## src/hw/rtl/csp_pkg.sv

```systemverilog
// Shared types and constants for the convex support point block.
// No dependencies; imported by csp_norm, convex_support_point, csp_checker and the testbench.
package csp_pkg;

  // shape kinds held in the shape_kind register
  localparam logic [2:0] KIND_TRI   = 3'd0;
  localparam logic [2:0] KIND_THICK = 3'd1;
  localparam logic [2:0] KIND_BOX   = 3'd2;
  localparam logic [2:0] KIND_CAPS  = 3'd3;
  localparam logic [2:0] KIND_SPH   = 3'd4;
  localparam logic [2:0] KIND_CYL   = 3'd5;

  // configuration register indexes
  localparam logic [2:0] REG_SHAPE_KIND  = 3'd0;
  localparam logic [2:0] REG_MARGIN      = 3'd1;
  localparam logic [2:0] REG_RADIUS      = 3'd2;
  localparam logic [2:0] REG_HALF_LENGTH = 3'd3;
  localparam logic [2:0] REG_BOX_HALF_X  = 3'd4;
  localparam logic [2:0] REG_BOX_HALF_Y  = 3'd5;
  localparam logic [2:0] REG_BOX_HALF_Z  = 3'd6;

  localparam logic [16:0] MARGIN_RESET = 17'd1638;

  localparam logic [2:0] TRI_LAST   = 3'd2;
  localparam logic [2:0] THICK_LAST = 3'd5;

  // item kinds
  localparam logic ITEM_LOAD  = 1'b0;
  localparam logic ITEM_QUERY = 1'b1;

  localparam int unsigned CNT_W = 5;

  typedef struct packed {
    logic               kind;
    logic [2:0]         vertex_index;
    logic signed [31:0] vertex_x;
    logic signed [31:0] vertex_y;
    logic signed [31:0] vertex_z;
    logic signed [31:0] axis_x;
    logic signed [31:0] axis_y;
    logic signed [31:0] axis_z;
  } in_item_t;

  typedef struct packed {
    logic signed [31:0] point_x;
    logic signed [31:0] point_y;
    logic signed [31:0] point_z;
  } out_item_t;

  typedef struct packed {
    logic       busy;
    logic       done;
    logic [2:0] neg;
  } norm_stat_t;

endpackage

```

## src/hw/rtl/csp_norm.sv

```systemverilog
// Iterative axis normalizer: magnitude scaling, bit-serial square root and
// restoring divide, one step per cycle. Depends on csp_pkg.
module csp_norm #(
  parameter int FRAC_BITS = 16
) (
  input  logic                   clk_i,
  input  logic                   rst_ni,
  input  logic                   start_i,
  input  logic [2:0][31:0]       vec_i,
  output logic [2:0][FRAC_BITS:0] mag_o,
  output csp_pkg::norm_stat_t    stat_o
);
  import csp_pkg::*;

  typedef enum logic [2:0] {N_IDLE, N_SHIFT, N_SQ, N_SQRT, N_DIV} nstate_e;

  nstate_e               state_q;
  logic [2:0][31:0]      m_q;
  logic [2:0]            neg_q;
  logic [63:0]           s_q, prod_q, r_q, v_q, b_q;
  logic [CNT_W-1:0]      cnt_q;
  logic [1:0]            k_q;
  logic [33:0]           rem_q;
  logic [FRAC_BITS:0]    qacc_q;
  logic [2:0][FRAC_BITS:0] q_q;
  logic                  done_q;

  logic [2:0][31:0] m_in;
  logic [31:0]      mx, mx_in;
  logic [1:0]       sq_idx;
  logic [63:0]      rb;
  logic             qbit;
  logic [33:0]      rem_sub;
  logic [FRAC_BITS:0] qnext;

  always_comb begin
    for (int k = 0; k < 3; k++) begin
      m_in[k] = vec_i[k][31] ? (~vec_i[k] + 32'd1) : vec_i[k];
    end
    mx_in = m_in[0];
    if (m_in[1] > mx_in) mx_in = m_in[1];
    if (m_in[2] > mx_in) mx_in = m_in[2];
    mx = m_q[0];
    if (m_q[1] > mx) mx = m_q[1];
    if (m_q[2] > mx) mx = m_q[2];
    sq_idx  = (cnt_q < CNT_W'(3)) ? cnt_q[1:0] : 2'd0;
    rb      = r_q + b_q;
    qbit    = (rem_q >= {2'b00, r_q[31:0]});
    rem_sub = qbit ? (rem_q - {2'b00, r_q[31:0]}) : rem_q;
    qnext   = {qacc_q[FRAC_BITS-1:0], qbit};
  end

  always_ff @(posedge clk_i or negedge rst_ni) begin
    if (!rst_ni) begin
      state_q <= N_IDLE;
      done_q  <= 1'b0;
      neg_q   <= '0;
      q_q     <= '0;
      cnt_q   <= '0;
      k_q     <= '0;
    end else begin
      done_q <= 1'b0;
      unique case (state_q)
        N_IDLE: begin
          if (start_i) begin
            m_q <= m_in;
            neg_q <= {vec_i[2][31], vec_i[1][31], vec_i[0][31]};
            if (mx_in == 32'd0) begin
              q_q    <= '0;
              done_q <= 1'b1;
            end else begin
              state_q <= N_SHIFT;
            end
          end
        end
        N_SHIFT: begin
          if (mx < 32'h4000_0000) begin
            for (int k = 0; k < 3; k++) begin
              m_q[k] <= (mx < 32'h0040_0000) ? (m_q[k] << 8) : (m_q[k] << 1);
            end
          end else begin
            state_q <= N_SQ;
            cnt_q   <= '0;
            s_q     <= '0;
          end
        end
        N_SQ: begin
          // square issued one cycle, summed the next
          if (cnt_q != CNT_W'(0)) s_q <= s_q + prod_q;
          prod_q <= 64'(m_q[sq_idx]) * 64'(m_q[sq_idx]);
          if (cnt_q == CNT_W'(3)) begin
            state_q <= N_SQRT;
            cnt_q   <= '0;
            v_q     <= s_q + prod_q;
            r_q     <= '0;
            b_q     <= 64'h4000_0000_0000_0000;
          end else begin
            cnt_q <= cnt_q + CNT_W'(1);
          end
        end
        N_SQRT: begin
          if (v_q >= rb) begin
            v_q <= v_q - rb;
            r_q <= (r_q >> 1) + b_q;
          end else begin
            r_q <= r_q >> 1;
          end
          b_q <= b_q >> 2;
          if (cnt_q == CNT_W'(31)) begin
            state_q <= N_DIV;
            cnt_q   <= '0;
            k_q     <= '0;
            rem_q   <= {2'b00, m_q[0]};
          end else begin
            cnt_q <= cnt_q + CNT_W'(1);
          end
        end
        N_DIV: begin
          qacc_q <= qnext;
          rem_q  <= rem_sub << 1;
          if (cnt_q == CNT_W'(FRAC_BITS)) begin
            q_q[k_q] <= qnext;
            cnt_q    <= '0;
            if (k_q == 2'd2) begin
              state_q <= N_IDLE;
              done_q  <= 1'b1;
            end else begin
              k_q   <= k_q + 2'd1;
              rem_q <= {2'b00, m_q[k_q + 2'd1]};
            end
          end else begin
            cnt_q <= cnt_q + CNT_W'(1);
          end
        end
        default: state_q <= N_IDLE;
      endcase
    end
  end

  assign mag_o       = q_q;
  assign stat_o.busy = (state_q != N_IDLE);
  assign stat_o.done = done_q;
  assign stat_o.neg  = neg_q;

endmodule

```

## config.mk

```make
export PLATFORM = sky130hd
export DESIGN_NAME = csp_norm
export DESIGN_NICKNAME = d
export VERILOG_FILES = /design/src/hw/rtl/csp_pkg.sv /design/src/hw/rtl/csp_norm.sv
export SDC_FILE = /design/constraint.sdc
export NUM_CORES = 2
export LEC_CHECK = 0
export BUFFER_PORTS_ARGS = -buffer_cell sky130_fd_sc_hd__buf_2
export CAP_MARGIN = 20
export CORE_MARGIN = 4
export CORE_UTILIZATION = 45
export CTS_BUF_LIST = sky130_fd_sc_hd__clkbuf_2 sky130_fd_sc_hd__clkbuf_4 sky130_fd_sc_hd__clkbuf_8
export DETAILED_ROUTE_END_ITERATION = 6
export GPL_TIMING_DRIVEN = 0
export MAX_ROUTING_LAYER = met4
export PLACE_DENSITY = 0.72
export SETUP_SLACK_MARGIN = 0.3
export SYNTH_ARGS = -nofsm -noshare
export SYNTH_HDL_FRONTEND = slang
export SYNTH_SLANG_ARGS = --single-unit
```

## constraint.sdc

```tcl
create_clock -name clk_i -period 13 [get_ports clk_i]
set_input_delay 0 -clock clk_i [delete_from_list [all_inputs] [get_ports clk_i]]
set_output_delay 0 -clock clk_i [all_outputs]
set_load 0.1 [all_outputs]
```

### Yosys cells after proc, flatten, opt, wreduce, memory -nomap -nowiden

Cells that the tools add are included.

* flip-flop bits (word level): 531
* latch bits: 0
* memory bits (writable): 0
* memory bits (read-only): 0
* output and inout bits: 56
* word-level logic and storage cells: 151
* memories kept: 0

* $add $sub $neg: 10
* multipliers: 1
* div/mod/pow operators: 0
* order comparisons: 13
* equal/unequal tests: 20
* shifts and indexed selects: 0
* mux-type cells: 63
* bitwise gates (word level): 3
* reductions and logical operators: 23

Operators by type and width (number)
* case mux 64 bit (2 select lines): 4
* two-way mux 64 bit: 7
* two-way mux 32 bit: 12
* two-way mux 96 bit: 2
* case mux 96 bit (2 select lines): 1
* two-way mux 51 bit: 3
* adder 64 bit: 2
* binary-select mux 32 bit (select 2 bit): 2
* greater-than comparator 32 bit: 4
* two-way mux 34 bit: 3
* case mux 51 bit (2 select lines): 1
* adder 32 x 1 -> 32 bit (second input constant): 3
* inverter 32 bit: 3
* case mux 34 bit (2 select lines): 1
* adder 63 x 64 -> 64 bit: 1
* >= comparator 64 bit: 1
* multiplier 32 x 32 -> 64 bit: 1
* subtractor 64 bit: 1
* bitwise mux 51 bit: 1
* demux 17 bit (select 2 bit): 1
* >= comparator 34 x 32 -> 1 bit: 1
* two-way mux 33 bit: 1
* subtractor 33 x 32 -> 33 bit: 1
* logical NOT 32 bit: 1
* other kinds (33): 75

### Logic depth before layout (Yosys ltp)

* word-level depth: 11
* depth in mapped cells: 36
* depth with buffers taken out: 33

### Least setup slack after synthesis

Ideal clock, no wire load.

* path type: reg2reg
* start: register r_q[2]
* end: register v_q[0] (enable)
* library setup time: 0.583 ns
* arrival time: 9.648 ns
* path slack: 2.768 ns
* stages on the path, launching flop included: 26
* period minus slack after synthesis: 10.232 ns
* cell sequence: edfxtp_1 ha_1 a31o_2 a31oi_1 o21ai_0 a21oi_1 nor2_1 nor2_1 o21bai_1 a21boi_0 o31ai_1 a21oi_1 xor2_1 ha_1 clkbuf_1 nand2_1 o21bai_1 a221oi_1 o21ai_0 nor4_1 nor2_1 a211oi_1 o21a_1 clkbuf_1 clkbuf_1 a21boi_0

* longest elaborated chain between the ends: 4

Ends and longest elaborated chain
* from (decl): line csp_norm.sv:20 `logic [63:0] s_q, prod_q, r_q, v_q, b_q;`
* from (signal assigned): line csp_norm.sv:104 `r_q <= (r_q >> 1) + b_q;`
* from (signal assigned): line csp_norm.sv:106 `r_q <= r_q >> 1;`
* adder 64 bit: line csp_norm.sv:47 `rb = r_q + b_q;`
* >= comparator 64 bit: line csp_norm.sv:102 `if (v_q >= rb) begin`
* != test 2 bit (no source line)
* AND reduction 4 bit (no source line)
* to (signal assigned): line csp_norm.sv:94 `v_q <= s_q + prod_q;`
* to (signal assigned): line csp_norm.sv:103 `v_q <= v_q - rb;`
* to (decl): line csp_norm.sv:20

Every way passes these cells.
A chain may end at the register's enable or synchronous reset.

### Worst setup path in the final report

* start: register cnt_q[3]
* end: register prod_q[61] (data pin)

* longest elaborated chain between the ends: 5

Ends and longest elaborated chain
* from (decl): line csp_norm.sv:21 `logic [CNT_W-1:0] cnt_q;`
* from (signal assigned): line csp_norm.sv:98 `cnt_q <= cnt_q + CNT_W'(1);`
* from (signal assigned): line csp_norm.sv:115 `cnt_q <= cnt_q + CNT_W'(1);`
* from (signal assigned): line csp_norm.sv:132 `cnt_q <= cnt_q + CNT_W'(1);`
* < comparator 5 x 2 -> 1 bit: line csp_norm.sv:46 `sq_idx = (cnt_q < CNT_W'(3)) ? cnt_q[1:0] : 2'd0;`
* two-way mux 2 bit: line csp_norm.sv:46
* binary-select mux 32 bit (select 2 bit): line csp_norm.sv:90 `prod_q <= 64'(m_q[sq_idx]) * 64'(m_q[sq_idx]);`
* two-way mux 32 bit (implied by the code): line csp_norm.sv:90
* multiplier 32 x 32 -> 64 bit: line csp_norm.sv:90
* to (signal assigned): line csp_norm.sv:90
* to (decl): line csp_norm.sv:20

Every way passes these cells. The select of a mux whose other input is x is not followed.

==> impl_metrics.py <==
metrics = {
    "global_route": {
        "grt_first_pass_wirelength_microns": 377000,
        "antenna_found_initial": 10,
        "grt-ovfl-total": 0,
        "grt_pass1_vias": 60900,
        "grt_max_degree": 65,
        "grt_usage_pct": 31.6,
    },
    "floorplanning": {
        "die_h_microns": 401,
        "die_x_microns": 401,
        "initial_utilization_pct": 45.5,
        "core-area_sq_mm": 0.152,
        "die_area_sq_mm": 0.160,
        "io_pins": 155,
        "rows": 143,
    },
    "routing": {
        "wire_per_inst_microns": 24.7,
        "via_per_inst": 5.99,
        "drt_pass1_iterations": 6,
        "wl_microns": 252000,
        "drt_iter0_drc": 6891,
        "via_count": 61000,
        "route.detailed.drc": 0,
        "ant_nets": 0,
    },
    "cts": {
        "root_buffer": "clkbuf_8",
        "cts_sinks": 498,
        "clk_path_buf_depth": 3,
        "cts_buffers": 91,
        "cts_tree": "done",
        "cts-htree-levels": 3,
        "insertion_delay_ns": 0.85,
        "cts.clk_slew.worst_paths_ns": 0.06,
    },
    "run_status": {
        "status": "complete, no violations",
    },
    "setup_path": {
        "endpoint_kind": "register",
        "crit_top_cell": "fa_1",
        "worstPathArrival_ns": 13.01,
        "critPathKind": "register to register",
        "r2r_slack_ns": 0.55,
        "startpoint_type": "register",
        "cp_slowest_cell": "clkbuf_1",
        "max_stage_delay_ns": 0.93,
        "cp_max_fo": 10,
        "cp.required_ns": 13.57,
    },
    "timing": {
        "finalSetupViolCount": 0,
        "clock.fmax_ghz": 0.0803,
        "finalSetupTns_ns": 0,
        "slew_headroom_pct": 9.59,
        "period_minus_slack_ns": 12.45,
        "tightestPinTransition_ns": 1.36,
        "fin_crit_sh_pct": 95.7,
        "drv_slew": 0,
        "hold_viol_final": 0,
        "rsz0062_at_grt": "no",
        "skew_ns": 0.0893,
    },
    "place": {
        "routabilityCongestion": 1.09,
        "dpl_cell_area_sq_mm": 0.0732,
        "placedCellCount": 9899,
        "io_buffers": 150,
        "dpl.hpwl_microns": 201000,
    },
    "synthesis": {
        "postSynthCellCount": 7696,
        "synthesis.area_sq_mm": 0.0693,
        "synth.avg_cell_area_sq_um": 9.01,
        "synth_top_area_share_pct": 23.0,
        "synthTopCellsByArea": "fa_1 (23%), edfxtp_1 (19%), ha_1 (12%)",
        "ys_warn_count": 0,
        "seq_area_frac_synth_pct": 21.1,
        "ys_async_sr_fraction_pct": 13.1,
        "ys_ff_latch": 498,
        "synth_cell_types": 88,
        "yosys.area.top_type": "fa_1",
        "synth_edf_count": 433,
        "synth-main-ff-cell": "edfxtp_1",
        "synth_nets": 9241,
    },
    "hold_path": {
        "hold_path_class": "input port to register",
    },
    "final_layout": {
        "final_common_cell": "inv_1",
        "nets": 9622,
        "fin_util_pct": 50.1,
        "fin_area_sq_mm": 0.0763,
        "drive_gt1_share_pct": 5.24,
        "area.growth.synth_to_final_pct": 10.1,
        "instances_no_fill": 10200,
        "layout_common_cells": "inv_1 (1154), fa_1 (795), nor2_1 (703)",
        "fill_cells": 14300,
    },
    "flow_run": {
        "drv_cap": 0,
    },
}
[Yosys cell counts (39+ instances only)]
cell      number
fa_1         795
o21a_1        44
nand4_1      108
nand3_1      108
nand2b_1      42
ha_1         651
inv_1       1154
a21o_1       178
nand2_1      685
a31oi_1       90
o21bai_1      48
a21oi_1      379
nor2_1       705
nor3_1       144
nor2b_1       44
a22o_1        58
mux2i_1      111
a211oi_1      93
o31ai_1       47
o21ai_0      378
clkbuf_1     288
dfrtp_1       65
xor2_1       206
or3_1         41
and3_1        40
and2_1        75
xnor2_1      227
edfxtp_1     433
a221oi_1      39
[stage by stage]
stage	setup slack, ns	hold WS, ns
6_report	0.554	0.0480
5_1_grt	0.353	0.0562
4_1_cts	0.860	0.00738
3_5_place_dp	0.875	-0.145
3_3_place_gp	-1.93	0.402
2_1_floorplan	2.77	-0.296
[cell type report]
type | instances | area (sq um) | share of cell area, %
Buffer | 324 | 1240 | 1.63
Inverter | 1159 | 4350 | 5.70
Multi-Input combinational cell | 5715 | 49200 | 64.5
Sequential cell | 498 | 14600 | 19.2
Timing Repair Buffer | 288 | 2330 | 3.06
Antenna cell | 9 | 22.5 | 0.0295
Tap cell | 2030 | 2540 | 3.33
Clock buffer | 108 | 1400 | 1.83
Clock inverter | 54 | 621 | 0.813
[timing repair]
action,CTS,global route
resized for setup,0,2
hold endpoints to repair,158,0
hold buffers,113,0
setup endpoints to repair,0,1
setup buffers,0,0
[final timing paths]
check	from	endpoint	cells past startpoint
max	cnt_q[3]$_DFFE_PN0P_	prod_q[61]$_DFFE_PP_	32
min	vec_i[25]	m_q[25]$_DFFE_PP_	3
max reg2reg	cnt_q[3]$_DFFE_PN0P_	prod_q[61]$_DFFE_PP_	32
min reg2reg	mag_o[10]$_DFFE_PN0P_	mag_o[10]$_DFFE_PN0P_	1
max in group asynchronous	rst_ni	mag_o[12]$_DFFE_PN0P_	4
min in group asynchronous	rst_ni	cnt_q[1]$_DFFE_PN0P_	3
[registers in the layout (all words and copies together) (netlist names)]
signal,flops
s_q,64
v_q,64
cnt_q,5
mag_o,51
rem_q,34
neg_q,3
state_q,3
k_q,2
prod_q,63
done_q,1
r_q,64
b_q,32
qacc_q,16
m_q,96
[kinds of logic (layout without fill, tap and decap cells)]
kind of cell             count (synthesis)  in the layout  share of synthesized area [%]
multiplexers                           120            120                           1.75
other                                    0              9                              0
AO/OA/AOI/OAI                         1602           1602                           15.0
buffers and inverters                 1483           1933                           8.06
XOR/XNOR                               433            433                           5.47
adder cells (fa/ha/maj)               1446           1446                           34.7
AND/OR/NAND/NOR                       2114           2114                           13.9
flip-flops                             498            498                           21.1
[per-layer routing]
| metal | vias up | share of wire [%] | track usage (%) |
|---|---|---|---|
| met2 | 3218 | 45 | 48.7 |
| met4 | 0 | 5.8 | 14.7 |
| met1 | 30100 | 40 | 40.8 |
| li1 | 26900 | - | - |
| met5 | - | 0 | - |
| met3 | 780 | 9.9 | 5.61 |
[critical path, delay by kind of cell, from the launching register on]
family          cells  cell delay [ns]
xor+xnor            1             0.17
buf+inv             8             2.53
mux                 1             0.21
compound gates      7             2.94
flops               1             0.42
simple gates        6             1.41
fa+ha+maj           9             4.49
Power is not shown: default switching activity piles up to over one toggle a cycle in this logic, so the estimate is an artifact.
